### config.mk
export PLATFORM = sky130hd
export DESIGN_NAME = line_rasterizer
export DESIGN_NICKNAME = d
export VERILOG_FILES = /design/src/rtl/lnr_pkg.sv /design/src/rtl/lnr_front.sv /design/src/rtl/lnr_queue.sv /design/src/rtl/lnr_back.sv /design/src/rtl/line_rasterizer.sv
export SDC_FILE = /design/constraint.sdc
export NUM_CORES = 1
export LEC_CHECK = 0
export BUFFER_PORTS_ARGS = -buffer_cell sky130_fd_sc_hd__buf_2
export CELL_PAD_IN_SITES_DETAIL_PLACEMENT = 1
export CELL_PAD_IN_SITES_GLOBAL_PLACEMENT = 2
export CORE_MARGIN = 4
export CORE_UTILIZATION = 38
export DETAILED_ROUTE_END_ITERATION = 6
export PLACE_DENSITY = 0.87
export SKIP_LAST_GASP = 1
export SYNTH_ARGS = -nofsm -noshare
export SYNTH_HDL_FRONTEND = slang
export SYNTH_HIERARCHICAL = 1
export SYNTH_SLANG_ARGS = --single-unit
### constraint.sdc
create_clock -name clock -period 5.9 [get_ports clock]
set_clock_uncertainty 0.05 [all_clocks]
set_input_delay 0 -clock clock [delete_from_list [all_inputs] [get_ports clock]]
set_output_delay 0 -clock clock [all_outputs]
set_load 0.02 [all_outputs]
### src/rtl/lnr_pkg.sv
// ----------------------------------------------------------------------------
// lnr_pkg: shared types for the line rasteriser
// Coordinate widths, request/response payloads and the classified command
// that passes from the front end to the stepper.
// ----------------------------------------------------------------------------
package lnr_pkg;

   localparam int COORD_BITS = 12;
   // decision variable spans (-2*dmaj, 2*dmin], needs two guard bits plus sign
   localparam int DEC_BITS   = COORD_BITS + 3;

   typedef logic signed [COORD_BITS-1:0] coord_type;
   typedef logic        [COORD_BITS-1:0] delta_type;

   typedef enum logic {
      KIND_START = 1'b0,
      KIND_STEP  = 1'b1
   } kind_type;

   typedef struct packed {
      kind_type  kind;
      coord_type start_x;
      coord_type start_y;
      coord_type finish_x;
      coord_type finish_y;
   } req_type;

   typedef struct packed {
      coord_type pixel_x;
      coord_type pixel_y;
      logic      last_pixel;
   } rsp_type;

   // request after classification: absolute deltas and step directions
   typedef struct packed {
      kind_type  kind;
      coord_type start_x;
      coord_type start_y;
      coord_type finish_x;
      coord_type finish_y;
      delta_type abs_dx;
      delta_type abs_dy;
      logic      x_neg;
      logic      y_neg;
   } cmd_type;

endpackage

### src/rtl/lnr_front.sv
// ----------------------------------------------------------------------------
// lnr_front: request classifier
// Works out the endpoint deltas, their magnitudes and step directions so
// the stepper only has to compare and pick the major axis.
// ----------------------------------------------------------------------------
module lnr_front import lnr_pkg::*; (
   input  req_type req,
   output cmd_type cmd
);

   logic signed [COORD_BITS:0] dx;
   logic signed [COORD_BITS:0] dy;
   logic signed [COORD_BITS:0] dx_abs;
   logic signed [COORD_BITS:0] dy_abs;
   logic                       x_neg;
   logic                       y_neg;

   always_comb begin
      dx = (COORD_BITS+1)'(req.finish_x) - (COORD_BITS+1)'(req.start_x);
      dy = (COORD_BITS+1)'(req.finish_y) - (COORD_BITS+1)'(req.start_y);
      // a zero delta counts as a negative step
      x_neg  = dx[COORD_BITS] | (dx == '0);
      y_neg  = dy[COORD_BITS] | (dy == '0);
      dx_abs = x_neg ? -dx : dx;
      dy_abs = y_neg ? -dy : dy;

      cmd.kind     = req.kind;
      cmd.start_x  = req.start_x;
      cmd.start_y  = req.start_y;
      cmd.finish_x = req.finish_x;
      cmd.finish_y = req.finish_y;
      cmd.abs_dx   = dx_abs[COORD_BITS-1:0];
      cmd.abs_dy   = dy_abs[COORD_BITS-1:0];
      cmd.x_neg    = x_neg;
      cmd.y_neg    = y_neg;
   end

endmodule

### src/rtl/lnr_queue.sv
// ----------------------------------------------------------------------------
// lnr_queue: command queue
// Small register FIFO between classifier and stepper; push and pop may
// happen in the same cycle.
// ----------------------------------------------------------------------------
module lnr_queue import lnr_pkg::*; #(
   parameter int DEPTH = 2
) (
   input  logic    clock,
   input  logic    reset,
   input  logic    push_valid,
   output logic    push_ready,
   input  cmd_type push_data,
   output logic    pop_valid,
   input  logic    pop_ready,
   output cmd_type pop_data
);

   localparam int PTR_BITS = (DEPTH > 1) ? $clog2(DEPTH) : 1;
   localparam int CNT_BITS = $clog2(DEPTH + 1);

   cmd_type             mem_ff [DEPTH];
   logic [PTR_BITS-1:0] wr_ptr_ff, wr_ptr_in;
   logic [PTR_BITS-1:0] rd_ptr_ff, rd_ptr_in;
   logic [CNT_BITS-1:0] count_ff, count_in;
   logic                push;
   logic                pop;

   assign push_ready = (count_ff != CNT_BITS'(DEPTH));
   assign pop_valid  = (count_ff != '0);
   assign pop_data   = mem_ff[rd_ptr_ff];
   assign push       = push_valid & push_ready;
   assign pop        = pop_valid & pop_ready;

   always_comb begin
      wr_ptr_in = wr_ptr_ff;
      rd_ptr_in = rd_ptr_ff;
      count_in  = count_ff;
      if (push) begin
         wr_ptr_in = (wr_ptr_ff == PTR_BITS'(DEPTH-1)) ? '0 : wr_ptr_ff + PTR_BITS'(1);
      end
      if (pop) begin
         rd_ptr_in = (rd_ptr_ff == PTR_BITS'(DEPTH-1)) ? '0 : rd_ptr_ff + PTR_BITS'(1);
      end
      if (push && !pop) begin
         count_in = count_ff + CNT_BITS'(1);
      end else if (pop && !push) begin
         count_in = count_ff - CNT_BITS'(1);
      end
   end

   always_ff @(posedge clock) begin
      if (reset) begin
         wr_ptr_ff <= '0;
         rd_ptr_ff <= '0;
         count_ff  <= '0;
      end else begin
         wr_ptr_ff <= wr_ptr_in;
         rd_ptr_ff <= rd_ptr_in;
         count_ff  <= count_in;
      end
   end

   always_ff @(posedge clock) begin
      if (push) begin
         mem_ff[wr_ptr_ff] <= push_data;
      end
   end

endmodule

### src/rtl/lnr_back.sv
// ----------------------------------------------------------------------------
// lnr_back: Bresenham stepper
// Holds the line state, sets it up on a start command and emits one pixel
// per step command on a live line into a registered response slot.
// ----------------------------------------------------------------------------
module lnr_back import lnr_pkg::*; (
   input  logic    clock,
   input  logic    reset,
   input  logic    cmd_valid,
   output logic    cmd_ready,
   input  cmd_type cmd,
   output logic    rsp_valid,
   input  logic    rsp_ready,
   output rsp_type rsp_payload
);

   logic                         active_ff,     active_in;
   coord_type                    major_pos_ff,  major_pos_in;
   coord_type                    minor_pos_ff,  minor_pos_in;
   coord_type                    major_end_ff,  major_end_in;
   logic                         major_neg_ff,  major_neg_in;
   logic                         minor_neg_ff,  minor_neg_in;
   logic                         swapped_ff,    swapped_in;
   logic signed [DEC_BITS-1:0]   decision_ff,   decision_in;
   logic [COORD_BITS:0]          inc_str_ff,    inc_str_in;
   logic signed [COORD_BITS+1:0] inc_diag_ff,   inc_diag_in;
   logic                         rsp_valid_ff,  rsp_valid_in;
   rsp_type                      rsp_ff,        rsp_in;

   logic       take;
   logic       emit;
   logic       swap;
   delta_type  d_maj;
   delta_type  d_min;
   coord_type  next_major;
   logic       last;

   assign cmd_ready   = ~rsp_valid_ff | rsp_ready;
   assign take        = cmd_valid & cmd_ready;
   assign emit        = take & (cmd.kind == KIND_STEP) & active_ff;
   assign rsp_valid   = rsp_valid_ff;
   assign rsp_payload = rsp_ff;

   always_comb begin
      active_in    = active_ff;
      major_pos_in = major_pos_ff;
      minor_pos_in = minor_pos_ff;
      major_end_in = major_end_ff;
      major_neg_in = major_neg_ff;
      minor_neg_in = minor_neg_ff;
      swapped_in   = swapped_ff;
      decision_in  = decision_ff;
      inc_str_in   = inc_str_ff;
      inc_diag_in  = inc_diag_ff;
      rsp_in       = rsp_ff;
      rsp_valid_in = rsp_ready ? 1'b0 : rsp_valid_ff;

      swap  = (cmd.abs_dx < cmd.abs_dy);
      d_maj = swap ? cmd.abs_dy : cmd.abs_dx;
      d_min = swap ? cmd.abs_dx : cmd.abs_dy;

      next_major = major_pos_ff + (major_neg_ff ? '1 : COORD_BITS'(1));
      last       = (next_major == major_end_ff);

      if (take && cmd.kind == KIND_START) begin
         swapped_in   = swap;
         major_pos_in = swap ? cmd.start_y  : cmd.start_x;
         minor_pos_in = swap ? cmd.start_x  : cmd.start_y;
         major_end_in = swap ? cmd.finish_y : cmd.finish_x;
         major_neg_in = swap ? cmd.y_neg    : cmd.x_neg;
         minor_neg_in = swap ? cmd.x_neg    : cmd.y_neg;
         decision_in  = $signed({2'b00, d_min, 1'b0}) - $signed({3'b000, d_maj});
         inc_str_in   = {d_min, 1'b0};
         inc_diag_in  = $signed({1'b0, d_min, 1'b0}) - $signed({1'b0, d_maj, 1'b0});
         active_in    = swap ? (cmd.start_y != cmd.finish_y)
                             : (cmd.start_x != cmd.finish_x);
      end else if (emit) begin
         rsp_in.pixel_x    = swapped_ff ? minor_pos_ff : major_pos_ff;
         rsp_in.pixel_y    = swapped_ff ? major_pos_ff : minor_pos_ff;
         rsp_in.last_pixel = last;
         rsp_valid_in      = 1'b1;
         if (decision_ff <= 0) begin
            decision_in = decision_ff + $signed({2'b00, inc_str_ff});
         end else begin
            minor_pos_in = minor_pos_ff + (minor_neg_ff ? '1 : COORD_BITS'(1));
            decision_in  = decision_ff + DEC_BITS'(inc_diag_ff);
         end
         major_pos_in = next_major;
         if (last) begin
            active_in = 1'b0;
         end
      end
   end

   always_ff @(posedge clock) begin
      if (reset) begin
         active_ff    <= 1'b0;
         rsp_valid_ff <= 1'b0;
      end else begin
         active_ff    <= active_in;
         rsp_valid_ff <= rsp_valid_in;
      end
      major_pos_ff <= major_pos_in;
      minor_pos_ff <= minor_pos_in;
      major_end_ff <= major_end_in;
      major_neg_ff <= major_neg_in;
      minor_neg_ff <= minor_neg_in;
      swapped_ff   <= swapped_in;
      decision_ff  <= decision_in;
      inc_str_ff   <= inc_str_in;
      inc_diag_ff  <= inc_diag_in;
      rsp_ff       <= rsp_in;
   end

endmodule

### src/rtl/line_rasterizer.sv
// A step request is queued, then its pixel is registered in the response slot for rsp_valid.
// Throughput: one request per cycle while rsp_ready holds; one pixel per clock on live steps.
// The rate is set by the stepper: one decision add and one end compare per request.
// Reset (synchronous, active high) empties the command queue and the response slot
// and drops any line in progress; the first request may follow straight after reset.
// ----------------------------------------------------------------------------
// line_rasterizer: Bresenham line generator, all octants
// A classifier front end feeds a short command queue; the stepper behind it
// owns the line state and a registered response slot, so either side can
// stall without holding up the other.
// ----------------------------------------------------------------------------
module line_rasterizer import lnr_pkg::*; #(
   parameter int QUEUE_DEPTH = 2
) (
   input  logic    clock,
   input  logic    reset,
   // request channel: start a line or step it
   input  logic    req_valid,
   output logic    req_ready,
   input  req_type req_payload,
   // response channel: one pixel per step while a line is live
   output logic    rsp_valid,
   input  logic    rsp_ready,
   output rsp_type rsp_payload
);

   cmd_type cmd_front;  // classified request from the front end
   cmd_type cmd_queued; // head of the queue
   logic    cmd_valid;
   logic    cmd_ready;

   // front end: deltas, magnitudes and step directions
   lnr_front u_front (
      .req (req_payload),
      .cmd (cmd_front)
   );

   // decoupling queue; req_ready depends only on its fill level
   lnr_queue #(
      .DEPTH (QUEUE_DEPTH)
   ) u_queue (
      .clock      (clock),
      .reset      (reset),
      .push_valid (req_valid),
      .push_ready (req_ready),
      .push_data  (cmd_front),
      .pop_valid  (cmd_valid),
      .pop_ready  (cmd_ready),
      .pop_data   (cmd_queued)
   );

   // back end: line setup on start, one pixel per step; a step with no
   // line live, and every start, is consumed without a response
   lnr_back u_back (
      .clock       (clock),
      .reset       (reset),
      .cmd_valid   (cmd_valid),
      .cmd_ready   (cmd_ready),
      .cmd         (cmd_queued),
      .rsp_valid   (rsp_valid),
      .rsp_ready   (rsp_ready),
      .rsp_payload (rsp_payload)
   );

endmodule
Word-level counts from Yosys, hierarchy flattened
Memories as Yosys holds them, arrays and structs flattened. A register that Yosys moved wholly into a read port is not among the register bits.
Index checks and enable logic that the tools add are counted.
W data, S select, Z words.
{"block": "classes", "addsub": 14, "order_cmp": 2, "n_eq_ne": 5, "muxes": 36, "bitwise_logic": 10, "reduce_logical": 14}
{"op": "$mux W12", "count": 16}
{"op": "$mux W15", "count": 3}
{"op": "$add A15 B14 Y15", "count": 2}
{"op": "$logic_not A13 Y1", "count": 2}
{"op": "$sub A12 B12 Y13", "count": 2}
{"op": "$add A12 B12 Y12", "count": 2}
{"op": "$ne A12 B12 Y1", "count": 2}
{"op": "$neg A12 Y12", "count": 2}
{"op": "$le A15 B1 Y1 const B", "count": 1}
{"op": "$mux W1", "count": 15}
{"op": "$sub A13 B12 Y14", "count": 1}
{"op": "$sub A13 B13 Y14", "count": 1}
{"op": "$eq A12 B12 Y1", "count": 1}
{"op": "$lt A12 B12 Y1", "count": 1}
{"op": "$reduce_bool A2 Y1", "count": 4}
{"op": "$reduce_and A2 Y1", "count": 3}
{"op": "$and A1 B1 Y1", "count": 4}
{"op": "$mux W2", "count": 2}
{"op": "$logic_and A1 B1 Y1", "count": 3}
{"op": "$not A1 Y1", "count": 3}
{"op": "$or A1 B1 Y1", "count": 3}
{"op": "$add A1 B1 Y1 const B", "count": 2}
{"op": "$add A2 B1 Y2 const B", "count": 1}
{"op": "$logic_not A1 Y1", "count": 2}
{"op": "3 further kinds", "count": 3}
{"block": "word_totals", "regBits": 111, "ramBits": 150, "input_bits": 53, "n_memories": 1}
{"name": "u_queue.mem_ff", "depth": 2, "width": 75, "rd": 1, "rd_clocked_by_memory_dff": 1, "write_ports": 1, "line": "lnr_queue.sv:22", "rtl": "cmd_type mem_ff [DEPTH];"}

Longest topological paths before layout
{"block": "logic_depth", "ltp_word": 7, "mapped_depth": 27, "ltp_nobuf": 20}

Modules after synthesis
The synthesis kept the hierarchy.
{"module": "lnr_back", "instances": 1, "cells_per_inst": 872, "area_each_um2": 8224.1, "seq_area_each_um2": 3163.0}
{"module": "lnr_queue", "instances": 1, "cells_per_inst": 257, "area_each_um2": 5645.4, "seq_area_each_um2": 4604.4}
{"module": "lnr_front", "instances": 1, "cells_per_inst": 367, "area_each_um2": 2479.9, "seq_area_each_um2": 0.0}

Least setup slack after synthesis
OpenSTA, ideal clock, no wires.
{"block": "synth_timing", "path_kind": "flip-flop to flip-flop", "start": "reg with a tool-made name", "end": "reg u_back.decision_ff[12], data pin", "setup_time_ns": 0.269, "arrival_ns": 5.587, "required_ns": 5.581, "path_slack_ns": -0.005, "stages_incl_launch_ff": 25, "path_buffers": 6, "period_less_slack_ns": 5.905, "cell_sequence": "dfxtp_1 buf_4 buf_6 mux2_2 inv_1 ha_1 a21oi_2 a2111o_1 nand3_4 inv_2 buf_2 clkbuf_1 clkbuf_1 clkbuf_1 o21ai_0 ha_1 nor2b_1 o21a_1 a2111oi_0 o31ai_1 a211oi_2 nor3_1 a2111oi_2 xnor2_1 o21ai_0"}
{"element": "end signal: assignment", "line": "lnr_back.sv:109", "rtl": "decision_ff <= decision_in;"}
{"element": "end: declaration", "line": "lnr_back.sv:24", "rtl": "logic signed [DEC_BITS-1:0] decision_ff, decision_in;"}

==> summary by stage <==
Status
The run finished with clean final reports.

Routing
The number of optimization iterations in the first detailed-route pass is 5. In the final routed layout, each cell accounts on average for 21.6 um. The number of design rule violations left after detail routing is 0. The count of nets left with antenna violations once routing finished came out at 0.

The DRC marker count from the first detailed-route iteration is 797. The routed via count divided by cell count is 5.59. The total detailed-routing wirelength is 46200 um. For this block, the via count after detailed routing is 11929.

Floorplan
The vertical die dimension is 215 um. The number of placement rows is 75. For this configuration, the core starts out at a cell density of 38.7%. Measured along the x axis, the die boundary spans 215 um. The die footprint is 0.0464 mm2.

The floorplan step defined a core boundary enclosing 0.0422 mm2. 80 I/O pins were placed.

Critical path
The type of origin of the critical path is a flop. Walking the worst path, the cells encountered are buf_6 > mux2_2 > ha_1 > o211ai_2 > a2111o_1 > nand3_4 > inv_2 > o21ai_0 > ha_1 > nor2b_1 > o21a_1 > a211oi_1 > o21ai_0 > a311oi_2 > nor3_1 > a2111oi_2 > xnor2_1 > o21ai_0. The most common cell type on the critical path is o21ai_0.

The longest individual stage delay on the worst path is 0.51 ns. In this run the worst path has a maximum fanout of 14. STA puts the critical path data arrival time at 5.83 ns.

The critical path capture point type is a flop. At the worst endpoint, the required time is 6.15 ns. The sum of buffers and inverters on the critical path is 2. The cell class contributing the biggest share of worst-path delay is compound AO/OA/AOI/OAI gates. The highest-delay cell along the critical path is dfxtp_4. The worst setup path is of the flop to flop kind.

Synth
Counting every net in the synthesized netlist gives 1636. The number of distinct library cells after synthesis is 86. The mapped cell area is 0.0163 mm2. In this run, synthesis inferred 254 flip-flops with an integrated enable.

Yosys printed 6 warnings. Of the synthesized area, sequential elements account for 47.5%. Synthesis produced 1496 cells. The share of flip-flops with an asynchronous set or reset is 0%. The mean instance size in the synthesized netlist is 10.9 um2. The top flip-flop cell by instance count after synthesis is edfxtp_1. The flip-flop and latch count after synthesis is 261.

Clocking
Clock tree synthesis found a total of 261 sinks. The number of buffers on the longest clock path is 3. The insertion delay of the later-clocked pin in the worst-skew pair is 0.59 ns. The clock slew seen by the registers of the worst setup and hold paths is 0.06 ns. The CTS H-tree depth is 1. CTS placed an instance of clkbuf_16 at the clock tree root. TritonCTS built the clock tree. Counting the buffers created by CTS gives 29.

Worst hold path
The worst hold path begins at req_payload[48]. The type of the most critical hold path is primary input to flop.

Power
Power spread over the standard cell area amounts to 677 mW/mm2. The worst-case IR drop observed on VDD is 0.315 mV. The overall power after layout is 12.5 mW.

The analysis attributes to cell leakage a power of 7.06 nW.

GRT
The number of global-route vias before repair came to 12401. The first global-routing pass estimated 72200 um of wire. The number of antenna violations at the first check in global routing was 0. For this run the aggregate overflow at the end of global routing stands at 0. Global routing used 19.4% of the available tracks across all layers. The largest net degree at the start of global routing is 76.

STA
The highest clock frequency the design can meet is 0.179 GHz. The final critical path takes up 94.7% of the cycle. The worst hold-check slack is 0.0974 ns. The worst pin sits at a relative slew slack of 23.3%.

Setup violations remaining at the end of the flow were counted as 0. The slew at the pin with the worst max-slew slack is 1.15 ns. The number of slew-limit violations in the final report is 0. Setup repair after global routing left no endpoint under its margin. The worst path needs 5.59 ns of the cycle, external delays included. The final total negative setup slack is 0 ns. The final count of hold timing violations came to 0.

Placed design
The cell count after placement is 2025. In this run the tool buffered the top-level ports with 79 buffer cells. The routability-driven placement congestion ratio is 0.839. The post-place instance area is 0.0169 mm2.

The placed wire-length estimate is 33000 um.

Finish
The final standard cell count with taps included and fillers excluded is 2133. The multi-input combinational cells in the finished layout cover a total of 0.00762 mm2. The number of nets in the layout is 1711. The area of all placed cells without fillers is 0.0185 mm2. From synthesis to final layout, the design area changed by 13.0%.

Fill cells in the final layout number 4618. The sequential cell area in the final layout is 0.00777 mm2. The number of inserted diodes is 0. The share of cells above drive strength 1 is 17.8%.

Flow run
The max capacitance violation total is 0.
==> per-layer routing <==
layer,track usage [%],wire [um],up-vias
li1,-,-,5652
met1,27.3,20800,5929
met2,31.9,21900,282
met3,2.04,2020,66
met4,6.14,1420,0
met5,0,0,-
==> sequential cells by signal, summed over array words and instances, names as in the netlist, named ones only <==
register,count
u_back/major_end_ff,12
u_back/major_pos_ff,12
u_queue/rd_ptr_ff,1
u_back/minor_neg_ff,1
u_back/rsp_payload,25
u_back/decision_ff,15
u_back/active_ff,1
u_queue/count_ff,2
u_back/swapped_ff,1
u_back/minor_pos_ff,12
u_back/inc_diag_ff,13
u_queue/mem_ff,150
u_queue/wr_ptr_ff,1
u_back/rsp_valid,1
u_back/inc_str_ff,12
u_back/major_neg_ff,1
==> power breakdown <==
group / switching, mW / internal, mW
combinational: 4.48 / 2.83
clock: 0.783 / 1.17
sequential: 0.284 / 2.94
==> cells in the mapped netlist (all sizes together), types with 23 or more instances <==
cell      n  area, um2
xor2     59        517
nor3     28        140
inv      86        323
o21ai    51        255
xnor2    46        403
a21oi    70        354
clkbuf   31        118
edfxtp  254       7630
a31oi    34        213
ha       81       1010
nor4     23        144
nand2   152        571
buf      75        547
mux2    110       1240
nor2     82        308
nand3    29        158
==> area by class of cell <==
cell class | count | area share [%]
timing repair buffer | 150 | 5.83
clock buffer | 37 | 4.09
tap | 539 | 3.65
multi-input combinational | 1043 | 41.2
inverter | 86 | 1.75
sequential | 261 | 42.1
clock inverter | 17 | 1.38
==> worst paths after layout <==
path | end | slack [ns] | cells past startpoint
setup / recovery | u_back/decision_ff[12]$_DFFE_PP_ | 0.31 | 18
hold / removal | u_queue/mem_ff[0][74]$_DFFE_PP_ | 0.1 | 2
setup reg to reg | u_back/decision_ff[12]$_DFFE_PP_ | 0.31 | 18
hold reg to reg | u_queue/rd_ptr_ff$_SDFFE_PP0P_ | 0.48 | 2
==> placed cells by master, fill, tap and decap left out, types with 11 or more instances in the layout <==
| master | netlist | layout |
|---|---|---|
| nor3_1 | 28 | 28 |
| nand2_1 | 152 | 152 |
| o31ai_1 | 14 | 14 |
| and2_1 | 13 | 13 |
| a21o_1 | 18 | 18 |
| dlygate4sd3_1 | 0 | 53 |
| and3_1 | 12 | 11 |
| nand2b_1 | 11 | 11 |
| nand4_1 | 18 | 18 |
| buf_2 | 8 | 79 |
| ha_1 | 81 | 81 |
| o21ai_0 | 50 | 50 |
| xnor2_1 | 46 | 46 |
| buf_4 | 54 | 16 |
| nor2_1 | 82 | 82 |
| inv_1 | 85 | 83 |
| nor2b_1 | 15 | 15 |
| clkbuf_16 | 0 | 29 |
| a31oi_1 | 34 | 34 |
| xor2_1 | 59 | 59 |
| a21oi_1 | 69 | 68 |
| mux2_2 | 110 | 110 |
| mux2i_1 | 14 | 14 |
| edfxtp_1 | 254 | 254 |
| nor4_1 | 23 | 23 |
| nand3_1 | 28 | 28 |
| or3_1 | 12 | 12 |
==> stage by stage <==
stage	utilization, %	setup slack [ns]
after global routing	43.7	0.0534
after detailed placement	40.0	0.253
after CTS	43.7	0.210
final	43.7	0.313
after floorplan	-	0.0977
after global placement	40.0	0.379
==> logic make-up (layout without fill, tap and decap cells) <==
kind of cell	Yosys count	count (layout)	synth area share [%]
AOI/OAI and AO/OA	304	304	12.9
xor gates and xnor gates	105	105	5.62
adders and majority gates	87	87	6.93
buffers and inverters	192	290	6.04
DFF	261	261	47.5
muxes	124	124	8.43
and+or+nand+nor	423	423	12.5
==> what timing repair did <==
action | in CTS | in global routing
hold buffers | 53 | 0
endpoints found under the hold margin | 105 | 0
setup buffers | 0 | 1
setup endpoints to repair | 0 | 1
gates resized for setup | 0 | 2
Power figures use the tool's default switching activity.
